### config.mk
export PLATFORM = sky130hd
export DESIGN_NAME = synth_voice_allocator_unit
export DESIGN_NICKNAME = d
export VERILOG_FILES = /design/src/hw/rtl/sva_pkg.sv /design/src/hw/rtl/sva_age_mem.sv /design/src/hw/rtl/synth_voice_allocator_unit.sv
export SDC_FILE = /design/constraint.sdc
export NUM_CORES = 1
export LEC_CHECK = 0
export ABC_CLOCK_PERIOD_IN_PS = 4100
export BUFFER_PORTS_ARGS = -buffer_cell sky130_fd_sc_hd__buf_4
export CORE_UTILIZATION = 51
export CTS_CLUSTER_DIAMETER = 50
export DETAILED_ROUTE_END_ITERATION = 16
export HOLD_SLACK_MARGIN = 0.1
export PLACE_DENSITY_LB_ADDON = 0.12
export SLEW_MARGIN = 20
export SYNTH_ARGS = -nofsm -noshare
export SYNTH_HDL_FRONTEND = slang
export SYNTH_HIERARCHICAL = 1
export SYNTH_SLANG_ARGS = --single-unit
### constraint.sdc
create_clock -name clk_i -period 4.1 [get_ports clk_i]
set_input_delay 0 -clock clk_i [delete_from_list [all_inputs] [get_ports clk_i]]
set_output_delay 0 -clock clk_i [all_outputs]
set_load 0.005 [all_outputs]
### src/hw/rtl/sva_pkg.sv
`timescale 1ns / 1ps
// ----------------------------------------------------------------------------
// Voice allocator package
// Request codes, field widths and the lowest-set-bit encoder.
// ----------------------------------------------------------------------------
package sva_pkg;

  localparam int unsigned ReqW   = 2;
  localparam int unsigned VoiceW = 4;
  localparam int unsigned MaskW  = 16;
  localparam int unsigned AgeW   = 8;

  typedef enum logic [ReqW-1:0] {
    ReqUpdate  = 2'd0,
    ReqAlloc   = 2'd1,
    ReqRelease = 2'd2
  } req_e;

  // Index of the lowest set bit, zero for an empty mask.
  function automatic logic [VoiceW-1:0] lowest_idx(input logic [MaskW-1:0] m);
    logic [VoiceW-1:0] r;
    r = '0;
    for (int i = MaskW - 1; i >= 0; i--) begin
      if (m[i]) begin
        r = VoiceW'(i);
      end
    end
    return r;
  endfunction

endpackage

### src/hw/rtl/sva_age_mem.sv
`timescale 1ns / 1ps
// ----------------------------------------------------------------------------
// Voice age store
// One-port-write, one-port-read age memory with registered read data.
// Entries never written since reset read as zero.
// ----------------------------------------------------------------------------
module sva_age_mem
  import sva_pkg::*;
#(
  parameter int unsigned VOICES = 8,
  parameter int unsigned IdxW   = 3
) (
  input  logic              clk_i,
  input  logic              rst_ni,
  input  logic              wr_en_i,
  input  logic [IdxW-1:0]   wr_addr_i,
  input  logic [AgeW-1:0]   wr_data_i,
  input  logic              rd_en_i,
  input  logic [IdxW-1:0]   rd_addr_i,
  output logic [AgeW-1:0]   rd_data_o
);

  logic [AgeW-1:0]   mem [VOICES];
  logic [VOICES-1:0] written_q;
  logic [AgeW-1:0]   rd_data_q;
  logic              rd_written_q;

  always_ff @(posedge clk_i) begin
    if (wr_en_i) begin
      mem[wr_addr_i] <= wr_data_i;
    end
    if (rd_en_i) begin
      rd_data_q <= mem[rd_addr_i];
    end
  end

  always_ff @(posedge clk_i or negedge rst_ni) begin
    if (!rst_ni) begin
      written_q    <= '0;
      rd_written_q <= 1'b0;
    end else begin
      if (wr_en_i) begin
        written_q[wr_addr_i] <= 1'b1;
      end
      if (rd_en_i) begin
        rd_written_q <= written_q[rd_addr_i];
      end
    end
  end

  assign rd_data_o = rd_written_q ? rd_data_q : '0;

endmodule

### src/hw/rtl/synth_voice_allocator_unit.sv
`timescale 1ns / 1ps
// ----------------------------------------------------------------------------
// Synthesizer voice allocator
// Update, allocate and release requests on a valid/ready input channel;
// one result word per request on a valid/ready output channel.
// ----------------------------------------------------------------------------
// Usage:
//   Each input word carries req_type and its operands. Update, release,
//   unused codes and an allocate that finds a free or releasing voice
//   complete in the accept cycle, with the result valid the next cycle.
//   An allocate that must steal scans the age memory one voice per cycle:
//   the scan state reads all VOICES entries, a wait state lets the last
//   read arrive and the finish state stamps the stolen voice, waiting
//   until the previous result is taken. The single read port of the age
//   memory makes the scan serial. One request is in flight at a time.
//   The result sits in an output register; a new word is accepted while
//   the previous result is taken in the same cycle. When the receiver
//   stalls, the result holds and the input stops accepting.
//   Reset clears masks, age counter and all ages (entries never written
//   read as age zero); no clearing pass is needed, the block is ready
//   as soon as reset is released.
// ----------------------------------------------------------------------------
module synth_voice_allocator_unit
  import sva_pkg::*;
#(
  parameter int unsigned VOICES = 8
) (
  input  logic              clk_i,
  input  logic              rst_ni,
  input  logic              in_valid_i,
  output logic              in_ready_o,
  input  logic [ReqW-1:0]   req_type_i,
  input  logic              mask_valid_i,
  input  logic [MaskW-1:0]  new_sounding_mask_i,
  input  logic [VoiceW-1:0] voice_index_i,
  output logic              out_valid_o,
  input  logic              out_ready_i,
  output logic [VoiceW-1:0] voice_o,
  output logic              voice_valid_o,
  output logic [MaskW-1:0]  sounding_mask_o,
  output logic [MaskW-1:0]  gated_mask_o
);

  localparam int unsigned IdxW = (VOICES > 1) ? $clog2(VOICES) : 1;
  localparam logic [MaskW-1:0] VoiceMask = MaskW'((32'd1 << VOICES) - 32'd1);
  localparam logic [IdxW-1:0]  LastIdx   = IdxW'(VOICES - 1);

  localparam logic [1:0] StIdle = 2'd0;
  localparam logic [1:0] StScan = 2'd1;
  localparam logic [1:0] StWait = 2'd2;
  localparam logic [1:0] StFin  = 2'd3;

  logic [1:0]        state_q, state_d;
  logic [MaskW-1:0]  sounding_q, sounding_d;
  logic [MaskW-1:0]  working_q, working_d;
  logic [MaskW-1:0]  gate_q, gate_d;
  logic [AgeW-1:0]   age_cnt_q, age_cnt_d;
  logic [IdxW-1:0]   scan_q, scan_d;
  logic              rd_pend_q;
  logic [IdxW-1:0]   rd_idx_q;
  logic              found_q, found_d;
  logic [IdxW-1:0]   oldest_idx_q, oldest_idx_d;
  logic [AgeW-1:0]   oldest_age_q, oldest_age_d;

  logic              out_valid_q, out_valid_d;
  logic [VoiceW-1:0] voice_q, voice_d;
  logic              voice_valid_q, voice_valid_d;
  logic [MaskW-1:0]  out_sound_q, out_sound_d;
  logic [MaskW-1:0]  out_gate_q, out_gate_d;

  logic              accept;
  logic              out_free;
  logic [MaskW-1:0]  free_mask;
  logic [MaskW-1:0]  rel_mask;
  logic [VoiceW-1:0] pick;
  logic [MaskW-1:0]  pick_bit;
  logic [MaskW-1:0]  new_sound;
  logic              rd_en;
  logic              wr_en;
  logic [IdxW-1:0]   wr_addr;
  logic [AgeW-1:0]   rd_age;
  logic [AgeW-1:0]   age_diff;

  sva_age_mem #(
    .VOICES (VOICES),
    .IdxW   (IdxW)
  ) u_age_mem (
    .clk_i     (clk_i),
    .rst_ni    (rst_ni),
    .wr_en_i   (wr_en),
    .wr_addr_i (wr_addr),
    .wr_data_i (age_cnt_q),
    .rd_en_i   (rd_en),
    .rd_addr_i (scan_q),
    .rd_data_o (rd_age)
  );

  assign out_free   = !out_valid_q || out_ready_i;
  assign in_ready_o = (state_q == StIdle) && out_free;
  assign accept     = in_valid_i && in_ready_o;

  assign free_mask = ~working_q & ~gate_q & VoiceMask;
  assign rel_mask  = working_q & ~gate_q & VoiceMask;
  assign pick      = (|free_mask) ? lowest_idx(free_mask) : lowest_idx(rel_mask);
  assign pick_bit  = MaskW'(1) << pick;
  assign new_sound = mask_valid_i ? new_sounding_mask_i : sounding_q;
  assign age_diff  = rd_age - oldest_age_q;

  // Reads happen only in the scan state, writes only at accept or finish,
  // so the memory never sees a read and a write to the same entry at once.
  assign rd_en = (state_q == StScan);

  always_comb begin
    state_d       = state_q;
    sounding_d    = sounding_q;
    working_d     = working_q;
    gate_d        = gate_q;
    age_cnt_d     = age_cnt_q;
    scan_d        = scan_q;
    found_d       = found_q;
    oldest_idx_d  = oldest_idx_q;
    oldest_age_d  = oldest_age_q;
    wr_en         = 1'b0;
    wr_addr       = pick[IdxW-1:0];
    out_valid_d   = out_valid_q && !out_ready_i;
    voice_d       = voice_q;
    voice_valid_d = voice_valid_q;
    out_sound_d   = out_sound_q;
    out_gate_d    = out_gate_q;

    // Fold in one aged entry per cycle while the scan is running.
    if (rd_pend_q && gate_q[rd_idx_q]) begin
      if (!found_q || age_diff[AgeW-1]) begin
        found_d      = 1'b1;
        oldest_idx_d = rd_idx_q;
        oldest_age_d = rd_age;
      end
    end

    unique case (state_q)
      StIdle: begin
        if (accept) begin
          out_valid_d   = 1'b1;
          voice_d       = '0;
          voice_valid_d = 1'b0;
          case (req_type_i)
            ReqUpdate: begin
              sounding_d = new_sound;
              working_d  = new_sound;
            end
            ReqAlloc: begin
              if (|(free_mask | rel_mask)) begin
                working_d     = working_q | pick_bit;
                gate_d        = gate_q | pick_bit;
                wr_en         = 1'b1;
                age_cnt_d     = age_cnt_q + AgeW'(1);
                voice_d       = pick;
                voice_valid_d = 1'b1;
              end else begin
                // Every voice is gated: steal the oldest.
                out_valid_d = out_valid_q && !out_ready_i;
                scan_d      = '0;
                found_d     = 1'b0;
                state_d     = StScan;
              end
            end
            ReqRelease: begin
              if ({1'b0, voice_index_i} < (VoiceW + 1)'(VOICES)) begin
                gate_d = gate_q & ~(MaskW'(1) << voice_index_i);
              end
            end
            default: ;
          endcase
          out_sound_d = sounding_d;
          out_gate_d  = gate_d;
        end
      end
      StScan: begin
        if (scan_q == LastIdx) begin
          state_d = StWait;
        end else begin
          scan_d = scan_q + IdxW'(1);
        end
      end
      StWait: begin
        state_d = StFin;
      end
      StFin: begin
        wr_addr = oldest_idx_q;
        if (out_free) begin
          wr_en         = 1'b1;
          age_cnt_d     = age_cnt_q + AgeW'(1);
          out_valid_d   = 1'b1;
          voice_d       = VoiceW'(oldest_idx_q);
          voice_valid_d = 1'b1;
          out_sound_d   = sounding_q;
          out_gate_d    = gate_q;
          state_d       = StIdle;
        end
      end
      default: state_d = StIdle;
    endcase
  end

  always_ff @(posedge clk_i or negedge rst_ni) begin
    if (!rst_ni) begin
      state_q     <= StIdle;
      sounding_q  <= '0;
      working_q   <= '0;
      gate_q      <= '0;
      age_cnt_q   <= '0;
      rd_pend_q   <= 1'b0;
      found_q     <= 1'b0;
      out_valid_q <= 1'b0;
    end else begin
      state_q     <= state_d;
      sounding_q  <= sounding_d;
      working_q   <= working_d;
      gate_q      <= gate_d;
      age_cnt_q   <= age_cnt_d;
      rd_pend_q   <= rd_en;
      found_q     <= found_d;
      out_valid_q <= out_valid_d;
    end
  end

  always_ff @(posedge clk_i) begin
    scan_q        <= scan_d;
    rd_idx_q      <= scan_q;
    oldest_idx_q  <= oldest_idx_d;
    oldest_age_q  <= oldest_age_d;
    voice_q       <= voice_d;
    voice_valid_q <= voice_valid_d;
    out_sound_q   <= out_sound_d;
    out_gate_q    <= out_gate_d;
  end

  assign out_valid_o     = out_valid_q;
  assign voice_o         = voice_q;
  assign voice_valid_o   = voice_valid_q;
  assign sounding_mask_o = out_sound_q;
  assign gated_mask_o    = out_gate_q;

`ifndef SYNTH
  assert property (@(posedge clk_i) disable iff (!rst_ni)
    (gate_q & ~VoiceMask) == '0)
    else $error("gate bit set above the voice count");

  assert property (@(posedge clk_i) disable iff (!rst_ni)
    (state_q == StScan) |-> ((gate_q & VoiceMask) == VoiceMask))
    else $error("steal scan started with an ungated voice");

  assert property (@(posedge clk_i) disable iff (!rst_ni)
    (state_q == StFin) |-> found_q)
    else $error("steal scan finished without a candidate");

  assert property (@(posedge clk_i) disable iff (!rst_ni)
    (out_valid_q && voice_valid_q) |-> out_gate_q[voice_q])
    else $error("allocated voice not gated in result");

  assert property (@(posedge clk_i) disable iff (!rst_ni)
    !(wr_en && rd_en))
    else $error("age memory read and write in the same cycle");
`endif

endmodule

==> results.tsv <==
metric	value	unit
htree_num_levels	4	
min-delay-path-class	input pin to asynchronous set/reset pin	
mostFrequentLayoutCells	122 x sky130_fd_sc_hd__edfxtp_1, 73 x sky130_fd_sc_hd__buf_4, 62 x sky130_fd_sc_hd__dfrtp_1	
synth_area_leader_cell	sky130_fd_sc_hd__edfxtp_1	
multiplexer_fraction_of_the_synthesized_cell_area	12.7	%
critical_path_required	4.16	ns
power.static_leakage	4.00	nW
num_antenna_cells	0	
synthesis.area	8380	µm²
synthesized_area_fraction_occupied_by_ao_oa_aoi_and_oai_cells	8.79	%
route.detailed.vias_per_inst	5.73	
grt_remaining_overflow	0	
num_io_pins	66	
layout-area-overhead-vs-synth	18.9	%
path_delay_family	simple AND/OR/NAND/NOR gates	
end_kind	flip-flop	
cts.reportedPaths.clkPinSlew	0.07	ns
outcome	complete, no violations	
routed_wire_length_per_instance	19.6	µm
regToRegStartpoint	gate_q[6]$_DFFE_PN0P_	
reg2reg_slack	0.68	ns
post_cts_buffers	0	
drt_pass_1_iters	5	
routability_driven_placement_congestion_ratio	0.858	
cell_types_with_the_largest_area_share_after_synthesis	sky130_fd_sc_hd__edfxtp_1 44%, sky130_fd_sc_hd__dfrtp_1 19%, sky130_fd_sc_hd__mux2_2 5.6%, sky130_fd_sc_hd__mux4_1 3.1%, sky130_fd_sc_hd__mux4_2 2.4%	
buffers_added_on_ports	64	
timing.rr.end	u_age_mem/mem[6][5]$_DFFE_PP_	
route.vias.total	5226	
power	0.00574	W
cp_slowest_stage_delay	0.62	ns
dpl-instance-area	9130	µm²
cts.root.buffer_cell	sky130_fd_sc_hd__clkbuf_16	
report.final.hold_viol_count	0	
clock-skew-final	0.0197	ns
synth_flop_cell	sky130_fd_sc_hd__edfxtp_1	
edff_count_synth	122	
start_kind	flip-flop	
yosys.area_share.simple	10.1	%
core	15900	µm²
ys_seq_area_share	62.9	%
layout_commonest_cell	sky130_fd_sc_hd__edfxtp_1	
die_boundary_width	130	µm
critical_path_arrival	3.49	ns
worstPathMaxFanout	9	
finalInstanceArea	9970	µm²
worst_r2r_path_depth	9	
main_combinational_cell_family_by_area_after_synthesis	multiplexers	
post_synth_num_cell_types	62	
post_route_cells_drive_above_1_share	25.9	%
grt_antenna_before_repair	0	
finalSetupTns	0	ns
total_global_route_track_usage	22.7	%
first_pass_grt_wire_length	28.3	mm
worst_slew_pin_slew	1.03	ns
netlist_instances	584	
design.die.area	17000	µm²
timing.critical_path.cells	nand2b_1, a211oi_1, nor3_1, o31ai_4, nand2_1, buf_4, o21ai_0, nand2_1, nor2_1	
synthesized_area_per_cell	14.4	µm²
cts.sinks	187	
tritoncts	yes	
critical_path_depth	9	
synth-adder-area-share	2.39	%
drcViolationCount	0	
num-fill-cells	1239	
dpl.hpwl	12.3	mm
design.final.nets	726	
grt_pass1_vias	5133	
postCtsHoldBufs	26	
achievable-frequency	292	MHz
synth_area_in_xor_xnor	0.940	%
cts_resized	0	
slew_headroom	30.6	%
worst-setup-path-type	flip-flop to flip-flop	
clockBufferDepth	2	
yosys_register_bits	187	
crit_slowest_cell	sky130_fd_sc_hd__nor2_1	
yosysWarningCount	6	
dominant_cell_type_by_count_on_the_critical_path	sky130_fd_sc_hd__nand2_1	
timing.final.max_slew_violations	0	
utilization_of_the_core_after_routing	62.5	%
asyncSetResetFlopFracSynth	33.2	%
setup_repair_after_global_routing_missed_its_margin	no	
grt_max_degree	63	
tritoncts.num_buffers	17	
die-height	130	µm
clk-insertion-delay-late	0.43	ns
finalCritPeriodShare	83.5	%
remaining_antenna_violation_count_after_routing	0	
finalWirelength	17.8	mm
std_cell_rows	46	
drt_iter0_markers	458	
power.ir.vdd_worst	0.339	mV
initial_cell_density_of_the_core	52.6	%
post-route-min-period	3.42	ns
synth_top_cell_area_share	43.7	%
critPathBufInv	1	
syn_nets	627	
finalSetupViolations	0	
powerDensity	575	nW/µm²
max-cap-violations	0	
per-layer routing:
layer  global-route usage [%]  part of all wire [%]
met5                        0                     0
met4                     5.95                   1.0
met3                     6.19                   6.3
met2                     34.8                    47
met1                     32.0                    45
report_power, final:
part / switching [W] / total, W / internal, W
Clock: 0.000741 / 0.00160 / 0.000860
Sequential: 0.000294 / 0.00268 / 0.00239
Combinational: 0.000828 / 0.00145 / 0.000623
Total: 0.00186 / 0.00574 / 0.00387
registers in the layout, indices dropped and copies added (netlist names), 8 cells and up:
name                 count
u_age_mem/mem           64
gate_q                  16
gated_mask_o            16
sounding_mask_o         16
sounding_q              16
age_cnt_q                8
oldest_age_q             8
u_age_mem/rd_data_q      8
u_age_mem/written_q      8
working_q                8
per-stage QoR:
stage / std cells / setup slack [ns] / hold WS (ns)
floorplan: 584 / 0.876 / -0.296
global placement: 852 / 0.782 / 0.162
detailed placement: 854 / 0.741 / 0.168
CTS: 912 / 0.689 / 0.246
global route: 912 / 0.281 / 0.281
finish: 912 / 0.676 / 0.197
synthesized netlist by cell type, types with 3 or more instances:
library cell	instances
sky130_fd_sc_hd__dfrtp_1	62
sky130_fd_sc_hd__dfxtp_1	3
sky130_fd_sc_hd__and3_1	3
sky130_fd_sc_hd__o41ai_1	4
sky130_fd_sc_hd__mux2_2	42
sky130_fd_sc_hd__o22ai_1	4
sky130_fd_sc_hd__clkbuf_1	11
sky130_fd_sc_hd__nor2_1	35
sky130_fd_sc_hd__nor3_1	6
sky130_fd_sc_hd__o21ai_0	23
sky130_fd_sc_hd__ha_1	16
sky130_fd_sc_hd__nand4_1	11
sky130_fd_sc_hd__a41oi_1	3
sky130_fd_sc_hd__mux2i_1	13
sky130_fd_sc_hd__nand2_1	34
sky130_fd_sc_hd__o22a_1	3
sky130_fd_sc_hd__o31ai_1	6
sky130_fd_sc_hd__inv_1	15
sky130_fd_sc_hd__buf_6	3
sky130_fd_sc_hd__xnor2_1	8
sky130_fd_sc_hd__mux4_1	10
sky130_fd_sc_hd__buf_2	5
sky130_fd_sc_hd__a31oi_1	3
sky130_fd_sc_hd__nand2b_1	11
sky130_fd_sc_hd__a21oi_1	18
sky130_fd_sc_hd__and2_1	13
sky130_fd_sc_hd__nor2b_1	28
sky130_fd_sc_hd__or2_2	10
sky130_fd_sc_hd__nand3_1	6
sky130_fd_sc_hd__mux4_2	9
sky130_fd_sc_hd__edfxtp_1	122
sky130_fd_sc_hd__a21o_1	3
worst max-delay path by stage:
stage | to | slack, ns | start
after floorplan | gated_mask_o[0]$_DFFE_PP_ | 0.88 | state_q[0]$_DFFE_PN0P_
after global placement | u_age_mem/mem[6][5]$_DFFE_PP_ | 0.78 | gate_q[6]$_DFFE_PN0P_
after detailed placement | u_age_mem/mem[6][5]$_DFFE_PP_ | 0.74 | gate_q[6]$_DFFE_PN0P_
after CTS | u_age_mem/mem[6][0]$_DFFE_PP_ | 0.69 | gate_q[6]$_DFFE_PN0P_
after global routing | u_age_mem/mem[6][0]$_DFFE_PP_ | 0.28 | gate_q[6]$_DFFE_PN0P_
final | u_age_mem/mem[6][5]$_DFFE_PP_ | 0.68 | gate_q[6]$_DFFE_PN0P_
kinds of logic after synthesis:
family,count (synthesis)
compound gates,96
xor+xnor,9
fa+ha+maj,16
buf+inv,37
flops,187
mux,74
other cells,1
simple gates,164
area by class of cell:
type,count,area (µm²),area share (%)
repair buffers,101,838,8.41
inverters,16,60.1,0.602
clock inverters,15,155,1.56
clock buffers,17,425,4.27
multi-input cells,360,2950,29.6
well taps,216,270,2.71
flip-flops and latches,187,5280,52.9
Note: power is estimated with default switching activity, not from simulation.
